$ cat config.mk
export PLATFORM = sky130hd
export DESIGN_NAME = rgb_to_hsv_converter_top_flat
export DESIGN_NICKNAME = d
export VERILOG_FILES = /design/src/hw/rtl/rhsv_pkg.sv /design/src/hw/rtl/rhsv_if.sv /design/src/hw/rtl/rhsv_front.sv /design/src/hw/rtl/rhsv_queue.sv /design/src/hw/rtl/rhsv_back.sv /design/src/hw/rtl/rgb_to_hsv_converter_top.sv /design/src/flat_wrapper.sv
export SDC_FILE = /design/constraint.sdc
export NUM_CORES = 2
export LEC_CHECK = 0
export ABC_AREA = 1
export BUFFER_PORTS_ARGS = -buffer_cell sky130_fd_sc_hd__buf_4
export CAP_MARGIN = 20
export CORE_MARGIN = 3
export CORE_UTILIZATION = 49
export DETAILED_ROUTE_END_ITERATION = 7
export PLACE_DENSITY = 0.68
export SYNTH_ARGS = -nofsm -noshare
export SYNTH_HDL_FRONTEND = slang
export SYNTH_HIERARCHICAL = 1
export SYNTH_SLANG_ARGS = --single-unit
export TNS_END_PERCENT = 50
$ cat constraint.sdc
create_clock -name clock -period 17.7 [get_ports clock]
set_clock_uncertainty 0.2 [all_clocks]
set_input_delay 0.885 -clock clock [delete_from_list [all_inputs] [get_ports clock]]
set_output_delay 0.885 -clock clock [all_outputs]
set_load 0.01 [all_outputs]
$ cat src/hw/rtl/rhsv_pkg.sv
package rhsv_pkg;

   localparam int unsigned CHAN_W      = 8;
   localparam int unsigned HUE_W       = 16;
   localparam int unsigned SAT_W       = 16;
   localparam int unsigned SAT_NUM_W   = 24;
   localparam int unsigned HUE_DIV_W   = 11;
   localparam int unsigned DIV_STEPS   = 16;
   // power of two, pointers wrap on their own
   localparam int unsigned QUEUE_DEPTH = 4;
   localparam int unsigned QUEUE_PTR_W = 2;

   // classified request, front to back
   typedef struct packed {
      logic [CHAN_W-1:0]    value;
      logic                 undef;
      logic                 chroma;
      logic [SAT_NUM_W-1:0] sat_num;
      logic [HUE_DIV_W-1:0] hue_x;
      logic [HUE_DIV_W-1:0] hue_div;
   } rhsv_work_type;

endpackage

$ cat src/hw/rtl/rhsv_if.sv
interface rhsv_req_if;
   import rhsv_pkg::*;
   logic              valid;
   logic              ready;
   logic [CHAN_W-1:0] red;
   logic [CHAN_W-1:0] green;
   logic [CHAN_W-1:0] blue;
   modport source (output valid, red, green, blue, input ready);
   modport sink (input valid, red, green, blue, output ready);
endinterface

interface rhsv_rsp_if;
   import rhsv_pkg::*;
   logic              valid;
   logic              ready;
   logic [HUE_W-1:0]  hue;
   logic [SAT_W-1:0]  saturation;
   logic [CHAN_W-1:0] value;
   logic              hue_undefined;
   modport source (output valid, hue, saturation, value, hue_undefined, input ready);
   modport sink (input valid, hue, saturation, value, hue_undefined, output ready);
endinterface

$ cat src/hw/rtl/rhsv_front.sv
module rhsv_front (
   input  logic                   clock,
   input  logic                   reset,
   rhsv_req_if.sink               req_bus,
   output logic                   work_valid,
   input  logic                   work_ready,
   output rhsv_pkg::rhsv_work_type work_data
);
   import rhsv_pkg::*;

   logic                 valid_ff;
   logic                 valid_in;
   rhsv_work_type        data_ff;
   rhsv_work_type        data_in;
   logic [CHAN_W-1:0]    mx;
   logic [CHAN_W-1:0]    mn;
   logic [CHAN_W-1:0]    delta;
   logic [12:0]          d6;
   logic signed [12:0]   x_raw;
   logic signed [12:0]   x_wrap;

   always_comb begin
      mx = (req_bus.red > req_bus.green) ? req_bus.red : req_bus.green;
      mx = (mx > req_bus.blue) ? mx : req_bus.blue;
      mn = (req_bus.red < req_bus.green) ? req_bus.red : req_bus.green;
      mn = (mn < req_bus.blue) ? mn : req_bus.blue;
      delta = mx - mn;
      d6 = ({5'b0, delta} << 2) + ({5'b0, delta} << 1);

      // sector priority: red, green, blue
      priority if (req_bus.red == mx) begin
         x_raw = $signed({5'b0, req_bus.green}) - $signed({5'b0, req_bus.blue});
      end else if (req_bus.green == mx) begin
         x_raw = $signed({4'b0, delta, 1'b0}) + $signed({5'b0, req_bus.blue})
                 - $signed({5'b0, req_bus.red});
      end else begin
         x_raw = $signed({3'b0, delta, 2'b0}) + $signed({5'b0, req_bus.red})
                 - $signed({5'b0, req_bus.green});
      end
      x_wrap = (x_raw < 0) ? (x_raw + $signed(d6)) : x_raw;

      data_in.value   = mx;
      data_in.undef   = (mx == '0);
      data_in.chroma  = (delta != '0);
      data_in.sat_num = {delta, 16'b0} - {16'b0, delta};
      data_in.hue_x   = x_wrap[HUE_DIV_W-1:0];
      data_in.hue_div = d6[HUE_DIV_W-1:0];
   end

   assign req_bus.ready = !valid_ff || work_ready;
   assign valid_in      = req_bus.ready ? req_bus.valid : valid_ff;

   always_ff @(posedge clock) begin
      if (reset) begin
         valid_ff <= 1'b0;
      end else begin
         valid_ff <= valid_in;
      end
      if (req_bus.ready && req_bus.valid) begin
         data_ff <= data_in;
      end
   end

   assign work_valid = valid_ff;
   assign work_data  = data_ff;

endmodule

$ cat src/hw/rtl/rhsv_queue.sv
module rhsv_queue (
   input  logic                    clock,
   input  logic                    reset,
   input  logic                    push_valid,
   output logic                    push_ready,
   input  rhsv_pkg::rhsv_work_type push_data,
   output logic                    pop_valid,
   input  logic                    pop_ready,
   output rhsv_pkg::rhsv_work_type pop_data
);
   import rhsv_pkg::*;

   rhsv_work_type          entries_ff [QUEUE_DEPTH];
   logic [QUEUE_PTR_W-1:0] wr_ptr_ff;
   logic [QUEUE_PTR_W-1:0] wr_ptr_in;
   logic [QUEUE_PTR_W-1:0] rd_ptr_ff;
   logic [QUEUE_PTR_W-1:0] rd_ptr_in;
   logic [QUEUE_PTR_W:0]   count_ff;
   logic [QUEUE_PTR_W:0]   count_in;
   logic                   push;
   logic                   pop;

   assign push_ready = (count_ff != (QUEUE_PTR_W+1)'(QUEUE_DEPTH));
   assign pop_valid  = (count_ff != '0);
   assign push       = push_valid && push_ready;
   assign pop        = pop_valid && pop_ready;
   assign pop_data   = entries_ff[rd_ptr_ff];

   always_comb begin
      wr_ptr_in = push ? wr_ptr_ff + 1'b1 : wr_ptr_ff;
      rd_ptr_in = pop ? rd_ptr_ff + 1'b1 : rd_ptr_ff;
      count_in  = count_ff;
      unique case ({push, pop})
         2'b10:   count_in = count_ff + 1'b1;
         2'b01:   count_in = count_ff - 1'b1;
         default: count_in = count_ff;
      endcase
   end

   always_ff @(posedge clock) begin
      if (reset) begin
         wr_ptr_ff <= '0;
         rd_ptr_ff <= '0;
         count_ff  <= '0;
      end else begin
         wr_ptr_ff <= wr_ptr_in;
         rd_ptr_ff <= rd_ptr_in;
         count_ff  <= count_in;
      end
      if (push) begin
         entries_ff[wr_ptr_ff] <= push_data;
      end
   end

endmodule

$ cat src/hw/rtl/rhsv_back.sv
module rhsv_back (
   input  logic                    clock,
   input  logic                    reset,
   input  logic                    work_valid,
   output logic                    work_ready,
   input  rhsv_pkg::rhsv_work_type work_data,
   rhsv_rsp_if.source              rsp_bus
);
   import rhsv_pkg::*;

   // two restoring dividers side by side, one quotient bit per stage
   typedef struct packed {
      logic [CHAN_W-1:0]    value;
      logic                 undef;
      logic                 chroma;
      logic [CHAN_W-1:0]    sat_rem;
      logic [SAT_W-1:0]     sat_bits;
      logic [SAT_W-1:0]     sat_q;
      logic [HUE_DIV_W-1:0] hue_rem;
      logic [HUE_DIV_W-1:0] hue_div;
      logic [HUE_W-1:0]     hue_q;
   } rhsv_stage_type;

   logic [DIV_STEPS:0] vld_ff;
   logic [DIV_STEPS:0] vld_in;
   rhsv_stage_type     stg_ff [DIV_STEPS+1];
   rhsv_stage_type     stg_in [DIV_STEPS+1];
   logic               advance;
   rhsv_stage_type     last;

   assign advance    = !vld_ff[DIV_STEPS] || rsp_bus.ready;
   assign work_ready = advance;

   always_comb begin
      vld_in[0]          = work_valid;
      stg_in[0].value    = work_data.value;
      stg_in[0].undef    = work_data.undef;
      stg_in[0].chroma   = work_data.chroma;
      stg_in[0].sat_rem  = work_data.sat_num[SAT_NUM_W-1:SAT_W];
      stg_in[0].sat_bits = work_data.sat_num[SAT_W-1:0];
      stg_in[0].sat_q    = '0;
      stg_in[0].hue_rem  = work_data.hue_x;
      stg_in[0].hue_div  = work_data.hue_div;
      stg_in[0].hue_q    = '0;
   end

   for (genvar s = 1; s <= DIV_STEPS; s++) begin : g_step
      logic [CHAN_W:0]    sat_t;
      logic [HUE_DIV_W:0] hue_t;
      logic               sat_qb;
      logic               hue_qb;

      always_comb begin
         sat_t  = {stg_ff[s-1].sat_rem, stg_ff[s-1].sat_bits[SAT_W-1]};
         hue_t  = {stg_ff[s-1].hue_rem, 1'b0};
         sat_qb = (sat_t >= {1'b0, stg_ff[s-1].value});
         hue_qb = (hue_t >= {1'b0, stg_ff[s-1].hue_div});

         vld_in[s]          = vld_ff[s-1];
         stg_in[s]          = stg_ff[s-1];
         stg_in[s].sat_rem  = sat_qb ? CHAN_W'(sat_t - {1'b0, stg_ff[s-1].value})
                                     : sat_t[CHAN_W-1:0];
         stg_in[s].sat_bits = {stg_ff[s-1].sat_bits[SAT_W-2:0], 1'b0};
         stg_in[s].sat_q    = {stg_ff[s-1].sat_q[SAT_W-2:0], sat_qb};
         stg_in[s].hue_rem  = hue_qb ? HUE_DIV_W'(hue_t - {1'b0, stg_ff[s-1].hue_div})
                                     : hue_t[HUE_DIV_W-1:0];
         stg_in[s].hue_q    = {stg_ff[s-1].hue_q[HUE_W-2:0], hue_qb};
      end
   end

   always_ff @(posedge clock) begin
      if (reset) begin
         vld_ff <= '0;
      end else if (advance) begin
         vld_ff <= vld_in;
      end
      if (advance) begin
         stg_ff <= stg_in;
      end
   end

   // black and grey carry a zero divisor: force hue and saturation to 0
   assign last                  = stg_ff[DIV_STEPS];
   assign rsp_bus.valid         = vld_ff[DIV_STEPS];
   assign rsp_bus.hue           = last.chroma ? last.hue_q : '0;
   assign rsp_bus.saturation    = last.chroma ? last.sat_q : '0;
   assign rsp_bus.value         = last.value;
   assign rsp_bus.hue_undefined = last.undef;

endmodule

$ cat src/hw/rtl/rgb_to_hsv_converter_top.sv
// Path from request accept to result valid: 1 classify register, 1 queue slot,
//   16 divider stages plus entry register.
// Throughput: one request per clock while results are taken, set by the two
//   16-stage pipelined restoring dividers, one quotient bit per stage.
// Reset: synchronous, active high; clears valid flags, queue pointers and queue count only.
module rgb_to_hsv_converter_top (
   input  logic       clock,
   input  logic       reset,
   rhsv_req_if.sink   req_bus,
   rhsv_rsp_if.source rsp_bus
);
   import rhsv_pkg::*;

   // front -> queue: classified request (max, flags, hue offset and divisor, saturation numerator)
   logic          front_valid;
   logic          front_ready;
   rhsv_work_type front_data;

   // queue -> back
   logic          queue_valid;
   logic          queue_ready;
   rhsv_work_type queue_data;

   // Front: max/min, sector pick with red over green over blue, hue offset
   // wrapped into [0, 6*delta), saturation numerator delta*65535.
   rhsv_front u_front (
      .clock      (clock),
      .reset      (reset),
      .req_bus    (req_bus),
      .work_valid (front_valid),
      .work_ready (front_ready),
      .work_data  (front_data)
   );

   // Short queue decouples front from back so each side stalls on its own.
   rhsv_queue u_queue (
      .clock      (clock),
      .reset      (reset),
      .push_valid (front_valid),
      .push_ready (front_ready),
      .push_data  (front_data),
      .pop_valid  (queue_valid),
      .pop_ready  (queue_ready),
      .pop_data   (queue_data)
   );

   // Back: saturation = delta*65535/max, hue = x*65536/(6*delta); the whole
   // pipeline holds when the result is not taken.
   rhsv_back u_back (
      .clock      (clock),
      .reset      (reset),
      .work_valid (queue_valid),
      .work_ready (queue_ready),
      .work_data  (queue_data),
      .rsp_bus    (rsp_bus)
   );

   // black pixel reports zeros everywhere
   a_black_zero: assert property (@(posedge clock) disable iff (reset)
      rsp_bus.valid && rsp_bus.hue_undefined |->
         rsp_bus.value == '0 && rsp_bus.saturation == '0 && rsp_bus.hue == '0)
      else $error("black pixel with nonzero fields");

   // grey pixel: zero saturation means zero hue
   a_grey_hue: assert property (@(posedge clock) disable iff (reset)
      rsp_bus.valid && rsp_bus.saturation == '0 |-> rsp_bus.hue == '0)
      else $error("zero saturation with nonzero hue");

   // defined hue needs a nonzero value
   a_value_nonzero: assert property (@(posedge clock) disable iff (reset)
      rsp_bus.valid && !rsp_bus.hue_undefined |-> rsp_bus.value != '0)
      else $error("defined hue with zero value");

   // front holds its request while the queue is full
   a_front_hold: assert property (@(posedge clock) disable iff (reset)
      front_valid && !front_ready |=> front_valid && $stable(front_data))
      else $error("front dropped request while queue full");

endmodule
$ cat src/flat_wrapper.sv
// flat-port wrapper written by rule: the top's interface ports become plain ports
module rgb_to_hsv_converter_top_flat import rhsv_pkg::*;
  (clock, reset, req_bus_valid, req_bus_red, req_bus_green, req_bus_blue, req_bus_ready, rsp_bus_valid, rsp_bus_hue, rsp_bus_saturation, rsp_bus_value, rsp_bus_hue_undefined, rsp_bus_ready);
  rhsv_req_if req_bus_i ();
  rhsv_rsp_if rsp_bus_i ();
  input  logic clock;
  input  logic reset;
  input wire logic [$bits(req_bus_i.valid)-1:0] req_bus_valid;
  input wire logic [$bits(req_bus_i.red)-1:0] req_bus_red;
  input wire logic [$bits(req_bus_i.green)-1:0] req_bus_green;
  input wire logic [$bits(req_bus_i.blue)-1:0] req_bus_blue;
  output wire logic [$bits(req_bus_i.ready)-1:0] req_bus_ready;
  output wire logic [$bits(rsp_bus_i.valid)-1:0] rsp_bus_valid;
  output wire logic [$bits(rsp_bus_i.hue)-1:0] rsp_bus_hue;
  output wire logic [$bits(rsp_bus_i.saturation)-1:0] rsp_bus_saturation;
  output wire logic [$bits(rsp_bus_i.value)-1:0] rsp_bus_value;
  output wire logic [$bits(rsp_bus_i.hue_undefined)-1:0] rsp_bus_hue_undefined;
  input wire logic [$bits(rsp_bus_i.ready)-1:0] rsp_bus_ready;
  assign req_bus_i.valid = req_bus_valid;
  assign req_bus_i.red = req_bus_red;
  assign req_bus_i.green = req_bus_green;
  assign req_bus_i.blue = req_bus_blue;
  assign req_bus_ready = req_bus_i.ready;
  assign rsp_bus_valid = rsp_bus_i.valid;
  assign rsp_bus_hue = rsp_bus_i.hue;
  assign rsp_bus_saturation = rsp_bus_i.saturation;
  assign rsp_bus_value = rsp_bus_i.value;
  assign rsp_bus_hue_undefined = rsp_bus_i.hue_undefined;
  assign rsp_bus_i.ready = rsp_bus_ready;
  rgb_to_hsv_converter_top u_core (.clock(clock), .reset(reset), .req_bus(req_bus_i), .rsp_bus(rsp_bus_i));
endmodule
==> flow_summary.toml <==
[routing]
drt-total-wl_microns = 132000
drtAntennaViolNets = 0
detail_route.wl_per_cell_microns = 15.2
drt_iter0_drc = 2968
vias_per_cell = 5.10
dr_total_vias = 44300
drt_first_pass_iters = 6
drc = 0

[layout]
drive_above_1_share_pct = 8.49
n_antenna_cell = 0
area_delta_synth_final_pct = 10.1
stdcell_count = 8704
nNetsFinal = 7178

[setup_path]
crit_path_max_incr_delay_ns = 0.70
cp-start-kind = "primary input"
crit_top_cell = "inv_1"
endpoint_kind = "register"
worstPathArrival_ns = 9.00
crit_type = "primary input to register"
worstPathMaxFanout = 16
cp.required_ns = 18.00
crit_slowest_cell = "xor2_1"

[placement]
place_inst = 8439
io_buffers = 70
hpwl_microns = 92600
globalplace.congestion = 0.875

[synthesis]
syn-num-nets = 7058
async_flop_share_pct = 0
synth.avg_cell_area_sq_um = 10.5
yosys_register_bits = 1360
yosysUniqueCellTypes = 63
syn_area_sq_um = 68900
synth_edf_count = 1333
synthCells = 6591
yosysSeqAreaShare_pct = 58.8
yosysWarnings = 6
ys.flop_type = "edfxtp_1"

[sta]
rsz0062_at_grt = "false"
post-route-min-period_ns = 8.71
setup_tns_ns = 0
fmax_mhz = 115
worst-slew-pin-transition_ns = 1.09
drv_slew = 0
hold_viol = 0
finalCritPeriodShare_pct = 49.2
setup_violations = 0
relSlewSlack_pct = 27.5

[clock_network]
cts_resized = 0
postCtsHoldBufs = 0
post-cts-setup-buffers = 0
htreeDepth = 4
numCtsBuffers = 144
cts.sinks = 1360
cts-root-buf = "clkbuf_16"
cts.reportedPaths.clkPinSlew_ns = 0.06
clock_path_buffers = 3
cts_tree = "built"
clk_latency_ns = 0.77

[die]
io_pins = 71
die_h_microns = 381
num_rows = 137
core_area_sq_um = 140000
start_util_pct = 49.4
die_x_microns = 381
dieArea_sq_um = 145000

[min_path]
hold_class = "register to register"

[job]
maxCapViolations = 0

[global_route]
grt_pass1_wl_microns = 217000
grt.total_usage_pct = 18.2
grt_pass1_vias = 43300
grt.overflow.total = 0
antenna_found_initial = 1
grt_start_max_net_pins = 199

[status]
status = "complete, no violations"
-- worst max-delay path: cells and delay by family --
kind,cells,cell delay [ns]
fa+ha+maj,8,2.70
compound gates,14,1.96
simple gates,18,1.77
xor+xnor,2,0.84
buf+inv,10,0.82
-- state kept, by name, indices dropped and copies added, names as in the netlist, named ones only --
signal	cells
u_core/u_front/work_valid	1
u_core/u_queue/count_ff	3
u_core/u_back/rsp_bus.hue_undefined	1
u_core/u_back/vld_ff	17
u_core/u_back/rsp_bus.value	8
u_core/u_back/last	33
u_core/u_back/g_step.sat_t	144
u_core/u_queue/rd_ptr_ff	2
u_core/u_queue/entries_ff	224
u_core/u_front/work_data	51
u_core/u_back/stg_ff	696
u_core/u_queue/wr_ptr_ff	2
u_core/u_back/g_step.hue_t	176
-- final cells by class --
type	instances	area [sq um]
fill	12100	63600
sequential	1360	40600
multi-input combinational	4112	23800
inverter	994	3740
clock buffer	174	3740
tap	1876	2350
clock inverter	89	906
timing repair buffer	99	788
-- layout by cell type (no fill, tap or decap), types with 30 or more instances in the layout --
cell          n
nand2_1    1701
edfxtp_1   1333
inv_1       975
nand3_1     609
ha_1        388
nor2_1      342
a21oi_1     197
o21ai_0     150
clkbuf_16   145
xor2_1      134
buf_4        96
nand4_1      79
fa_1         51
o21ai_1      47
or2_2        37
nand3b_1     37
nor2_2       30
nor2_4       30
o22ai_1      30
-- path summary, 6_finish.rpt --
kind / slack (ns) / to / cells after the start / startpoint
worst max-delay path: 8.99 / u_core/u_front/work_data[21] / 52 / req_bus_red[0]
worst min-delay path: 0.20 / u_core/u_back/stg_ff[1201] / 0 / u_core/u_back/stg_ff[1288]
worst max register to register: 13.50 / u_core/u_back/g_step[15].sat_t[4] / 6 / u_core/u_back/vld_ff[16]
worst min register to register: 0.20 / u_core/u_back/stg_ff[1201] / 0 / u_core/u_back/stg_ff[1288]
-- metal layers --
layer	GRT usage, %	wire length [microns]
met5	0	0
met4	5.05	2980
met3	3.09	5420
met2	31.7	65000
met1	23.5	58700
-- synthesized netlist by cell type, types with 29 or more instances --
master	count	area (sq um)
a21oi_1	198	991
buf_2	44	220
buf_4	30	225
edfxtp_1	1333	40000
fa_1	51	1020
ha_1	388	4850
inv_1	975	3660
nand2_1	1701	6380
nand3_1	609	3050
nand3_2	29	290
nand3b_1	37	278
nand4_1	79	494
nor2_1	346	1300
nor2_2	30	188
o21ai_0	150	751
o21ai_1	47	235
o22ai_1	30	188
or2_2	37	231
xor2_1	134	1170
-- per-stage QoR --
step / cell area, sq um / utilization, % / hold WS (ns) / setup slack (ns)
after floorplan: 68900 / - / 0.200 / 2.24
after global placement: 71200 / 51.0 / 0.200 / 8.35
after detailed placement: 71200 / 51.0 / 0.205 / 8.25
after CTS: 75900 / 54.4 / 0.136 / 9.04
after global routing: 75900 / 54.4 / 0.172 / 8.27
final: 75900 / 54.4 / 0.202 / 8.99
-- cell families (layout without fill, tap and decap cells) --
kind of cell	count (synthesis)	in the layout	synth area share, %
AO/OA/AOI/OAI	518	518	4.52
AND/OR/NAND/NOR	2993	2993	19.3
flip-flops	1360	1360	58.8
other	1	1	0.00544
buffers and inverters	1119	1356	6.69
adder cells (fa/ha/maj)	439	439	8.52
XOR/XNOR	161	161	2.08
Power is not shown: default switching activity piles up to over one toggle a cycle in this logic, so the estimate is an artifact.
